<file path="src/rtl/rec_pkg.sv">
// shared types and constants for the row entropy block
// depends on nothing; imported by every rtl module of the block
`timescale 1ns / 1ps
`default_nettype none

package rec_pkg;

    localparam int CNT_W       = 24;  // count port width
    localparam int TOT_W       = 29;  // row total width
    localparam int SUM_W       = 48;  // sum of c*ln(c) width
    localparam int LNC_W       = 19;  // ln(c) in q.14
    localparam int LN_W        = 21;  // log unit result width
    localparam int OUT_W       = 20;  // entropy width
    localparam int LG_W        = 29;  // log2 in q5.24
    localparam int LG_FRAC     = 24;
    localparam int MANT_W      = 31;  // mantissa in q1.30
    localparam int NUM_W       = 51;  // divider numerator width
    localparam int PROD_W      = 61;
    localparam int QUEUE_DEPTH = 2;
    localparam logic [31:0] LN2_Q32 = 32'd2977044472;

    typedef struct packed {
        logic [CNT_W-1:0] count;
        logic             last;
    } t_q_entry;

    typedef struct packed {
        logic [OUT_W-1:0] entropy;
        logic             saturated;
    } t_result;

    typedef struct packed {
        logic busy;
        logic done;
    } t_unit_stat;

    typedef enum logic [2:0] {
        L_IDLE, L_NORM, L_SQR, L_MUL, L_RND
    } t_log_state;

    typedef enum logic [0:0] {
        D_IDLE, D_RUN
    } t_div_state;

    typedef enum logic [2:0] {
        B_IDLE, B_LOG, B_MUL, B_ACC, B_FIN, B_WAIT, B_OUT
    } t_back_state;

endpackage

`default_nettype wire

</file>
<file path="src/rtl/rec_front.sv">
// front end: accepts counts, drops zero counts that end no row, queues the rest
// depends on rec_pkg
`timescale 1ns / 1ps
`default_nettype none

module rec_front #(
    parameter int COUNT_WIDTH = 24
) (
    input  wire logic                      i_clk,
    input  wire logic                      i_rst_n,
    input  wire logic                      i_valid,
    output logic                           o_ready,
    input  wire logic [rec_pkg::CNT_W-1:0] i_count_value,
    input  wire logic                      i_row_last,
    input  wire logic                      i_pop,
    output rec_pkg::t_q_entry              o_head,
    output logic                           o_head_valid
);
    import rec_pkg::*;

    localparam int EFF_W = (COUNT_WIDTH < CNT_W) ? COUNT_WIDTH : CNT_W;
    localparam logic [CNT_W-1:0] CNT_MASK = CNT_W'((64'd1 << EFF_W) - 64'd1);
    localparam int CNT_BITS = $clog2(QUEUE_DEPTH + 1);
    localparam int PTR_BITS = $clog2(QUEUE_DEPTH);

    t_q_entry            r_mem [QUEUE_DEPTH];
    logic [PTR_BITS-1:0] r_wr, r_rd;
    logic [CNT_BITS-1:0] r_cnt;
    logic [CNT_W-1:0]    w_count;
    logic                w_push, w_pop;

    assign w_count      = i_count_value & CNT_MASK;
    assign o_ready      = (r_cnt != CNT_BITS'(QUEUE_DEPTH));
    // zero counts change nothing unless they close the row
    assign w_push       = i_valid && o_ready && ((w_count != '0) || i_row_last);
    assign o_head_valid = (r_cnt != '0);
    assign w_pop        = i_pop && o_head_valid;
    assign o_head       = r_mem[r_rd];

    always_ff @(posedge i_clk) begin
        if (w_push) begin
            r_mem[r_wr] <= '{count: w_count, last: i_row_last};
        end
    end

    always_ff @(posedge i_clk) begin
        if (!i_rst_n) begin
            r_wr  <= '0;
            r_rd  <= '0;
            r_cnt <= '0;
        end else begin
            if (w_push) begin
                r_wr <= (r_wr == PTR_BITS'(QUEUE_DEPTH - 1)) ? '0 : r_wr + 1'b1;
            end
            if (w_pop) begin
                r_rd <= (r_rd == PTR_BITS'(QUEUE_DEPTH - 1)) ? '0 : r_rd + 1'b1;
            end
            r_cnt <= r_cnt + CNT_BITS'(w_push) - CNT_BITS'(w_pop);
        end
    end

endmodule

`default_nettype wire

</file>
<file path="src/rtl/rec_log.sv">
// iterative natural log: normalize, 24 squaring steps, scale by ln2, round
// depends on rec_pkg
`timescale 1ns / 1ps
`default_nettype none

module rec_log (
    input  wire logic                      i_clk,
    input  wire logic                      i_rst_n,
    input  wire logic                      i_start,
    input  wire logic                      i_frac_hi,  // 1: q.16, 0: q.14
    input  wire logic [rec_pkg::LG_W-1:0]  i_x,        // nonzero
    output rec_pkg::t_unit_stat            o_stat,
    output logic [rec_pkg::LN_W-1:0]       o_ln
);
    import rec_pkg::*;

    t_log_state          r_state, n_state;
    logic [LG_W-1:0]     r_x;
    logic [4:0]          r_k, r_i;
    logic [MANT_W-1:0]   r_m;
    logic [LG_W-1:0]     r_lg;
    logic [PROD_W-1:0]   r_prod;
    logic [LN_W-1:0]     r_ln;
    logic                r_frac_hi, r_done;
    logic [2*MANT_W-1:0] w_sq;
    logic [MANT_W:0]     w_top;
    logic [PROD_W:0]     w_rnd;

    assign w_sq  = r_m * r_m;
    assign w_top = w_sq[2*MANT_W-1:30];
    assign w_rnd = {1'b0, r_prod} + (r_frac_hi ? (62'd1 << 39) : (62'd1 << 41));

    always_comb begin
        n_state = r_state;
        case (r_state)
            L_IDLE: if (i_start) n_state = L_NORM;
            L_NORM: if (r_x[LG_W-1]) n_state = L_SQR;
            L_SQR:  if (r_i == '0) n_state = L_MUL;
            L_MUL:  n_state = L_RND;
            L_RND:  n_state = L_IDLE;
            default: n_state = L_IDLE;
        endcase
    end

    always_ff @(posedge i_clk) begin
        if (!i_rst_n) begin
            r_state <= L_IDLE;
            r_done  <= 1'b0;
        end else begin
            r_state <= n_state;
            r_done  <= (r_state == L_RND);
        end
    end

    always_ff @(posedge i_clk) begin
        case (r_state)
            L_IDLE: begin
                r_x       <= i_x;
                r_k       <= 5'(LG_W - 1);
                r_frac_hi <= i_frac_hi;
            end
            L_NORM: begin
                if (r_x[LG_W-1]) begin
                    r_m  <= {r_x, 2'b00};
                    r_lg <= LG_W'({r_k, 24'd0});
                    r_i  <= 5'(LG_FRAC - 1);
                end else begin
                    r_x <= {r_x[LG_W-2:0], 1'b0};
                    r_k <= r_k - 1'b1;
                end
            end
            L_SQR: begin
                if (w_top[MANT_W]) begin
                    r_lg[r_i] <= 1'b1;
                    r_m       <= w_top[MANT_W:1];
                end else begin
                    r_m <= w_top[MANT_W-1:0];
                end
                r_i <= r_i - 1'b1;
            end
            L_MUL: r_prod <= r_lg * LN2_Q32;
            L_RND: r_ln <= r_frac_hi ? LN_W'(w_rnd >> 40) : LN_W'(w_rnd >> 42);
            default: ;
        endcase
    end

    assign o_stat = '{busy: (r_state != L_IDLE), done: r_done};
    assign o_ln   = r_ln;

endmodule

`default_nettype wire

</file>
<file path="src/rtl/rec_div.sv">
// restoring divider, one quotient bit per cycle
// depends on rec_pkg
`timescale 1ns / 1ps
`default_nettype none

module rec_div (
    input  wire logic                      i_clk,
    input  wire logic                      i_rst_n,
    input  wire logic                      i_start,
    input  wire logic [rec_pkg::NUM_W-1:0] i_num,
    input  wire logic [rec_pkg::TOT_W-1:0] i_den,
    output rec_pkg::t_unit_stat            o_stat,
    output logic [rec_pkg::NUM_W-1:0]      o_quot
);
    import rec_pkg::*;

    t_div_state       r_state;
    logic [NUM_W-1:0] r_q;
    logic [TOT_W-1:0] r_rem, r_den;
    logic [5:0]       r_n;
    logic             r_done;
    logic [TOT_W:0]   w_trial;
    logic             w_ge;

    assign w_trial = {r_rem, r_q[NUM_W-1]};
    assign w_ge    = (w_trial >= {1'b0, r_den});

    always_ff @(posedge i_clk) begin
        if (!i_rst_n) begin
            r_state <= D_IDLE;
            r_done  <= 1'b0;
        end else begin
            r_done <= 1'b0;
            case (r_state)
                D_IDLE: if (i_start) r_state <= D_RUN;
                D_RUN: begin
                    if (r_n == 6'(NUM_W - 1)) begin
                        r_state <= D_IDLE;
                        r_done  <= 1'b1;
                    end
                end
                default: r_state <= D_IDLE;
            endcase
        end
    end

    // quotient holds while idle until the next start
    always_ff @(posedge i_clk) begin
        if (r_state == D_IDLE) begin
            if (i_start) begin
                r_q   <= i_num;
                r_den <= i_den;
                r_rem <= '0;
                r_n   <= '0;
            end
        end else begin
            r_rem <= w_ge ? TOT_W'(w_trial - {1'b0, r_den}) : w_trial[TOT_W-1:0];
            r_q   <= {r_q[NUM_W-2:0], w_ge};
            r_n   <= r_n + 1'b1;
        end
    end

    assign o_stat = '{busy: (r_state != D_IDLE), done: r_done};
    assign o_quot = r_q;

endmodule

`default_nettype wire

</file>
<file path="src/rtl/rec_back.sv">
// back end: accumulates row total and sum of c*ln(c), computes the row entropy
// depends on rec_pkg, rec_log, rec_div
`timescale 1ns / 1ps
`default_nettype none

module rec_back (
    input  wire logic       i_clk,
    input  wire logic       i_rst_n,
    input  rec_pkg::t_q_entry i_head,
    input  wire logic       i_head_valid,
    output logic            o_pop,
    output logic            o_res_valid,
    input  wire logic       i_res_ready,
    output rec_pkg::t_result o_res
);
    import rec_pkg::*;

    localparam logic [OUT_W-1:0] OUT_MAX = '1;

    t_back_state        r_state, n_state;
    logic [CNT_W-1:0]   r_c;
    logic               r_last;
    logic [TOT_W-1:0]   r_total;
    logic [SUM_W-1:0]   r_sum;
    logic               r_clamp, r_log_seen, r_div_seen;
    logic [CNT_W+LNC_W-1:0] r_cl;
    t_result            r_res;
    t_unit_stat         w_log_stat, w_div_stat;
    logic [LN_W-1:0]    w_ln;
    logic [NUM_W-1:0]   w_quot;
    logic               w_log_start, w_div_start, w_frac_hi;
    logic [LG_W-1:0]    w_log_x;
    logic [NUM_W-1:0]   w_num;
    logic [TOT_W:0]     w_tsum;
    logic [SUM_W:0]     w_ssum;
    logic [LN_W-1:0]    w_h;

    assign w_frac_hi   = (r_state == B_FIN);
    assign w_log_x     = w_frac_hi ? r_total : LG_W'(i_head.count);
    assign w_log_start = ((r_state == B_IDLE) && i_head_valid && (i_head.count != '0))
                         || ((r_state == B_FIN) && (r_total != '0));
    assign w_div_start = (r_state == B_FIN) && (r_total != '0);
    assign w_num       = {1'b0, r_sum, 2'b00} + NUM_W'(r_total >> 1);
    assign w_tsum      = {1'b0, r_total} + (TOT_W + 1)'(r_c);
    assign w_ssum      = {1'b0, r_sum} + (SUM_W + 1)'(r_cl);
    assign w_h         = w_ln - w_quot[LN_W-1:0];

    rec_log u_log (
        .i_clk     (i_clk),
        .i_rst_n   (i_rst_n),
        .i_start   (w_log_start),
        .i_frac_hi (w_frac_hi),
        .i_x       (w_log_x),
        .o_stat    (w_log_stat),
        .o_ln      (w_ln)
    );

    rec_div u_div (
        .i_clk   (i_clk),
        .i_rst_n (i_rst_n),
        .i_start (w_div_start),
        .i_num   (w_num),
        .i_den   (r_total),
        .o_stat  (w_div_stat),
        .o_quot  (w_quot)
    );

    assign o_pop = (r_state == B_IDLE) && i_head_valid;

    always_comb begin
        n_state = r_state;
        case (r_state)
            B_IDLE: begin
                if (i_head_valid) begin
                    if (i_head.count != '0) n_state = B_LOG;
                    else if (i_head.last)   n_state = B_FIN;
                end
            end
            B_LOG:  if (w_log_stat.done) n_state = B_MUL;
            B_MUL:  n_state = B_ACC;
            B_ACC:  n_state = r_last ? B_FIN : B_IDLE;
            B_FIN:  n_state = (r_total != '0) ? B_WAIT : B_OUT;
            B_WAIT: begin
                if ((r_log_seen || w_log_stat.done) && (r_div_seen || w_div_stat.done)) begin
                    n_state = B_OUT;
                end
            end
            B_OUT:  if (i_res_ready) n_state = B_IDLE;
            default: n_state = B_IDLE;
        endcase
    end

    always_ff @(posedge i_clk) begin
        if (!i_rst_n) begin
            r_state <= B_IDLE;
            r_total <= '0;
            r_sum   <= '0;
            r_clamp <= 1'b0;
        end else begin
            r_state <= n_state;
            if (r_state == B_ACC) begin
                if (w_tsum[TOT_W]) begin
                    r_total <= '1;
                    r_clamp <= 1'b1;
                end else begin
                    r_total <= w_tsum[TOT_W-1:0];
                end
                if (w_ssum[SUM_W]) begin
                    r_sum   <= '1;
                    r_clamp <= 1'b1;
                end else begin
                    r_sum <= w_ssum[SUM_W-1:0];
                end
            end
            // row delivered: clear accumulators for the next row
            if ((r_state == B_OUT) && i_res_ready) begin
                r_total <= '0;
                r_sum   <= '0;
                r_clamp <= 1'b0;
            end
        end
    end

    always_ff @(posedge i_clk) begin
        if (o_pop) begin
            r_c    <= i_head.count;
            r_last <= i_head.last;
        end
        if (r_state == B_MUL) begin
            r_cl <= r_c * w_ln[LNC_W-1:0];
        end
        if (r_state == B_FIN) begin
            r_log_seen <= 1'b0;
            r_div_seen <= 1'b0;
            r_res      <= '{entropy: '0, saturated: r_clamp};
        end
        if (r_state == B_WAIT) begin
            if (w_log_stat.done) r_log_seen <= 1'b1;
            if (w_div_stat.done) r_div_seen <= 1'b1;
            if (w_quot >= NUM_W'(w_ln)) begin
                r_res <= '{entropy: '0, saturated: r_clamp};
            end else if (w_h > LN_W'(OUT_MAX)) begin
                r_res <= '{entropy: OUT_MAX, saturated: 1'b1};
            end else begin
                r_res <= '{entropy: w_h[OUT_W-1:0], saturated: r_clamp};
            end
        end
    end

    assign o_res_valid = (r_state == B_OUT);
    assign o_res       = r_res;

endmodule

`default_nettype wire

</file>
<file path="src/rtl/row_entropy_from_counts.sv">
// top level of the row entropy block: front queue, back engine, output register
// depends on rec_pkg, rec_front, rec_back
`timescale 1ns / 1ps
`default_nettype none

// Shannon entropy in nats of one row of weighted counts, one count per transfer,
// row_last on the final count; one result transfer per row, unsigned Q4.16, with
// a saturated flag when an accumulator or the result was clamped. Zero counts
// that do not close a row are dropped at the front end, never reach the queue and
// cost nothing else. For a nonzero count c the shared log unit normalizes one bit
// a cycle, then runs 24 squaring steps, a ln2 scale and a round, then the back
// engine multiplies and accumulates. At row end the log of the row total and a
// serial divider run together before the result is shown. A two-entry queue
// lets input transfers continue while the back engine works, and the output
// register lets the next row start while a result waits.

module row_entropy_from_counts #(
    parameter int COUNT_WIDTH = 24
) (
    input  wire logic                        i_clk,
    input  wire logic                        i_rst_n,
    input  wire logic                        i_valid,
    output logic                             o_ready,
    input  wire logic [rec_pkg::CNT_W-1:0]   i_count_value,
    input  wire logic                        i_row_last,
    output logic                             o_valid,
    input  wire logic                        i_ready,
    output logic [rec_pkg::OUT_W-1:0]        o_entropy_nats,
    output logic                             o_saturated
);
    import rec_pkg::*;

    t_q_entry w_head;
    logic     w_head_valid, w_pop;
    logic     w_res_valid, w_res_ready;
    t_result  w_res;
    logic     r_out_valid;
    t_result  r_out;

    // front: transfer in, filter, queue
    rec_front #(
        .COUNT_WIDTH (COUNT_WIDTH)
    ) u_front (
        .i_clk         (i_clk),
        .i_rst_n       (i_rst_n),
        .i_valid       (i_valid),
        .o_ready       (o_ready),
        .i_count_value (i_count_value),
        .i_row_last    (i_row_last),
        .i_pop         (w_pop),
        .o_head        (w_head),
        .o_head_valid  (w_head_valid)
    );

    // back: log, accumulate, divide
    rec_back u_back (
        .i_clk        (i_clk),
        .i_rst_n      (i_rst_n),
        .i_head       (w_head),
        .i_head_valid (w_head_valid),
        .o_pop        (w_pop),
        .o_res_valid  (w_res_valid),
        .i_res_ready  (w_res_ready),
        .o_res        (w_res)
    );

    // output register takes a new result when empty or being drained
    assign w_res_ready = !r_out_valid || i_ready;

    always_ff @(posedge i_clk) begin
        if (!i_rst_n) begin
            r_out_valid <= 1'b0;
        end else if (w_res_ready) begin
            r_out_valid <= w_res_valid;
        end
    end

    always_ff @(posedge i_clk) begin
        if (w_res_ready && w_res_valid) begin
            r_out <= w_res;
        end
    end

    assign o_valid        = r_out_valid;
    assign o_entropy_nats = r_out.entropy;
    assign o_saturated    = r_out.saturated;

    // a clamped entropy always carries the flag
    a_clamp_flag: assert property (@(posedge i_clk) disable iff (!i_rst_n)
        r_out_valid && (r_out.entropy == '1) |-> r_out.saturated)
        else $error("clamped entropy without saturated flag");

    // back engine holds its result until the output register takes it
    a_back_hold: assert property (@(posedge i_clk) disable iff (!i_rst_n)
        w_res_valid && !w_res_ready |=> w_res_valid && $stable(w_res))
        else $error("back result dropped while stalled");

    // back never pops while a result is pending
    a_no_pop_busy: assert property (@(posedge i_clk) disable iff (!i_rst_n)
        w_res_valid |-> !w_pop)
        else $error("queue popped while result pending");

endmodule

`default_nettype wire

</file>
<file path="config.mk">
export PLATFORM = sky130hd
export DESIGN_NAME = row_entropy_from_counts
export DESIGN_NICKNAME = d
export VERILOG_FILES = /design/src/rtl/rec_pkg.sv /design/src/rtl/rec_front.sv /design/src/rtl/rec_log.sv /design/src/rtl/rec_div.sv /design/src/rtl/rec_back.sv /design/src/rtl/row_entropy_from_counts.sv
export SDC_FILE = /design/constraint.sdc
export NUM_CORES = 2
export LEC_CHECK = 0
export BUFFER_PORTS_ARGS = -buffer_cell sky130_fd_sc_hd__buf_2
export CAP_MARGIN = 20
export CORE_ASPECT_RATIO = 0.5
export CORE_MARGIN = 2
export CORE_UTILIZATION = 30
export DETAILED_ROUTE_END_ITERATION = 12
export HOLD_SLACK_MARGIN = 0.06
export PLACE_DENSITY = 0.46
export SLEW_MARGIN = 10
export SYNTH_ARGS = -nofsm -noshare
export SYNTH_HDL_FRONTEND = slang
export SYNTH_SLANG_ARGS = --single-unit
</file>
<file path="constraint.sdc">
create_clock -name i_clk -period 22 [get_ports i_clk]
set_clock_uncertainty 0.1 [all_clocks]
set_input_delay 4.4 -clock i_clk [delete_from_list [all_inputs] [get_ports i_clk]]
set_output_delay 4.4 -clock i_clk [all_outputs]
set_load 0.02 [all_outputs]
</file>
==> results.sh <==
export IMPL_outcome="completed"
export IMPL_synth_nets=11100
export IMPL_synthCells=8720
export IMPL_cts_max_level=2
export IMPL_die_area_um2=283000
export IMPL_syn_avg_cell_area_um2=9.58
export IMPL_critPathArrivalTime_ns=9.96
export IMPL_vias=58500
export IMPL_antenna_found_initial=17
export IMPL_io_pins=52
export IMPL_slowest_stage="edfxtp_1"
export IMPL_ys_seq_area_frac=0.173
export IMPL_fin_crit_ns=9.76
export IMPL_crit_buf_inv=8
export IMPL_ys_seq_elements=513
export IMPL_wire_per_inst_um=19.6
export IMPL_grt_most_used_layer="met2"
export IMPL_portBuffers=51
export IMPL_final_antenna_net_count=0
export IMPL_path_common_cell="fa_1"
export IMPL_die_h_um=377
export IMPL_met3_usage=0.0141
export IMPL_cp_required_ns=22.19
export IMPL_ys_warn_count=0
export IMPL_synth_main_ff_cell="edfxtp_1"
export IMPL_rsz0062_at_grt="no"
export IMPL_cts_hold_buffers=0
export IMPL_critPathLaunchType="flip-flop"
export IMPL_grt_use_total=0.175
export IMPL_fmaxAchievable_ghz=0.102
export IMPL_hpwlAfterDp_um=194000
export IMPL_viasPerCell=4.71
export IMPL_crit_family="adder cells"
export IMPL_layout_drive_gt1_share=0.0413
export IMPL_slew_limit_headroom=0.221
export IMPL_cts_clk_slew_worst_paths_ns=0.07
export IMPL_slew_viol_final=0
export IMPL_cts_path_max_buffers=3
export IMPL_worst_slew_pin_slew_ns=1.17
export IMPL_use_met2=0.295
export IMPL_max_stage_delay_ns=0.95
export IMPL_path_max_fanout=36
export IMPL_grt_max_degree=94
export IMPL_final_fill_count=28700
export IMPL_synth_edff_count=418
export IMPL_clock_latency_ns=0.66
export IMPL_syn2layout_area_growth_pct=8.06
export IMPL_fin_tns_setup_ns=0
export IMPL_dr_pass1_iters=5
export IMPL_grt_first_pass_wirelength_um=381000
export IMPL_fp_row_count=136
export IMPL_synthesis_area_um2=83500
export IMPL_cts_made_buffers=56
export IMPL_coreArea_um2=276000
export IMPL_cts_setup_buffers=0
export IMPL_clock_sinks=513
export IMPL_num_nets_final=11000
export IMPL_grt_pass1_vias=62100
export IMPL_cts_resized=0
export IMPL_layout_common_cells="inv_1 (2007), fa_1 (1449), ha_1 (890), nand2_1 (836), edfxtp_1 (418)"
export IMPL_grt_overflow=0
export IMPL_wl_um=244000
export IMPL_maxCapViolCount=0
export IMPL_final_common_cell="inv_1"
export IMPL_fin_crit_sh=0.444
export IMPL_route_detailed_drc=0
export IMPL_initial_utilization=0.303
export IMPL_critPathCaptureType="flip-flop"
export IMPL_synthArstFlopShare=0
export IMPL_multi_input_area_um2=60400
export IMPL_drt_iter0_drc=3769
export IMPL_hp_class="flip-flop to flip-flop"
export IMPL_clockRootBuffer="clkbuf_16"
export IMPL_seqCellArea_um2=14500
export IMPL_cts_tree="done"
export IMPL_synth_cell_types=105
export IMPL_chipWidth_um=750
export IMPL_gp_congestion=0.886
export IMPL_hold_viol=0
export IMPL_met1_usage=0.250
export IMPL_path_class="flip-flop to flip-flop"
export IMPL_finalSetupViolations=0
## cell families after synthesis
| family | after synthesis | synth area share |
|---|---|---|
| multiplexers | 73 | 0.00897 |
| buffers and inverters | 2322 | 0.105 |
| flip-flops | 513 | 0.173 |
| adder cells (fa/ha/maj) | 2339 | 0.481 |
| AO/OA/AOI/OAI | 1163 | 0.0866 |
| AND/OR/NAND/NOR | 2022 | 0.115 |
| XOR/XNOR | 288 | 0.0303 |
## registers in the layout, summed over array words and instances (netlist names), 20 cells and up, named ones only
name	flops
u_back.u_log.r_m	31
u_back.u_log.r_lg	29
u_back.r_c	24
u_back.u_div.r_rem	29
u_back.u_div.o_quot	51
u_back.u_div.r_den	29
u_back.o_res	21
u_back.u_log.o_ln	21
u_back.u_log.r_x	29
u_front.r_mem	50
u_back.r_cl	43
u_back.r_sum	48
u_back.r_total	29
o_entropy_nats	20
u_back.u_log.r_prod	22
## layer usage
| layer | share of wire | wire length, µm | vias up |
|---|---|---|---|
| li1 | - | - | 27300 |
| met1 | 0.47 | 115000 | 29900 |
| met2 | 0.47 | 115000 | 1113 |
| met3 | 0.039 | 9490 | 202 |
| met4 | 0.017 | 4210 | 2 |
| met5 | 0.000041 | 10 | - |
## worst register-to-register path: cells and delay by family (launching register included)
family | cells | cell delay (ns)
buffers and inverters | 8 | 1.78
AO/OA/AOI/OAI | 6 | 1.55
AND/OR/NAND/NOR | 4 | 0.67
flip-flops | 1 | 0.95
adder cells (fa/ha/maj) | 9 | 4.18
XOR/XNOR | 1 | 0.18
## final cells by class
class,instances,area share
Multi-Input combinational cell,5885,0.669
Sequential cell,513,0.160
Inverter,2009,0.0836
Tap cell,3726,0.0517
Clock buffer,75,0.0172
Timing Repair Buffer,180,0.0135
Clock inverter,30,0.00464
Antenna cell,1,0.0000277
## worst paths after layout
check / from / endpoint / slack (ns) / cells past startpoint
hold / removal: u_back.o_res[0] / o_saturated / 0.32 / 0
setup / recovery: u_back.u_log.r_m[23] / u_back.u_log.r_lg[12] / 12.24 / 28
setup reg to reg: u_back.u_log.r_m[23] / u_back.u_log.r_lg[12] / 12.24 / 28
hold reg to reg: u_back.o_res[0] / o_saturated / 0.32 / 0
## per-stage QoR
stage               setup slack (ns)  hold slack [ns]   util  cells  cell area, µm²
detailed placement             12.37            0.305  0.320  12300           88300
floorplan                      13.50            0.300      -   8720           83500
finish                         12.24            0.318  0.327  12400           90200
global route                   11.81            0.328  0.327  12400           90200
global placement               12.36            0.304  0.320  12300           88300
CTS                            12.32            0.320  0.327  12400           90200
## Yosys cell counts (all sizes together) (26+ instances only)
library cell / count / area [µm²]
a21oi: 376 / 1900
dfxtp: 95 / 1900
edfxtp: 418 / 12600
a211oi: 42 / 333
ha: 890 / 11100
o21bai: 35 / 267
nand4: 55 / 344
o21a: 41 / 308
nor4: 36 / 231
inv: 2007 / 7530
a31oi: 70 / 450
and2: 333 / 2080
nand2: 837 / 3140
xor2: 119 / 1050
nor2: 324 / 1220
nand3: 117 / 591
fa: 1449 / 29000
xnor2: 169 / 1480
nor3: 99 / 495
and3: 42 / 273
a21o: 127 / 953
clkbuf: 284 / 1070
nand2b: 26 / 163
mux2i: 58 / 581
buf: 29 / 168
nor2b: 68 / 425
o21ai: 300 / 1530
Power is left out: the tool's default activity adds up to more than one toggle a clock period on the data nets, which glitch-free logic cannot reach.
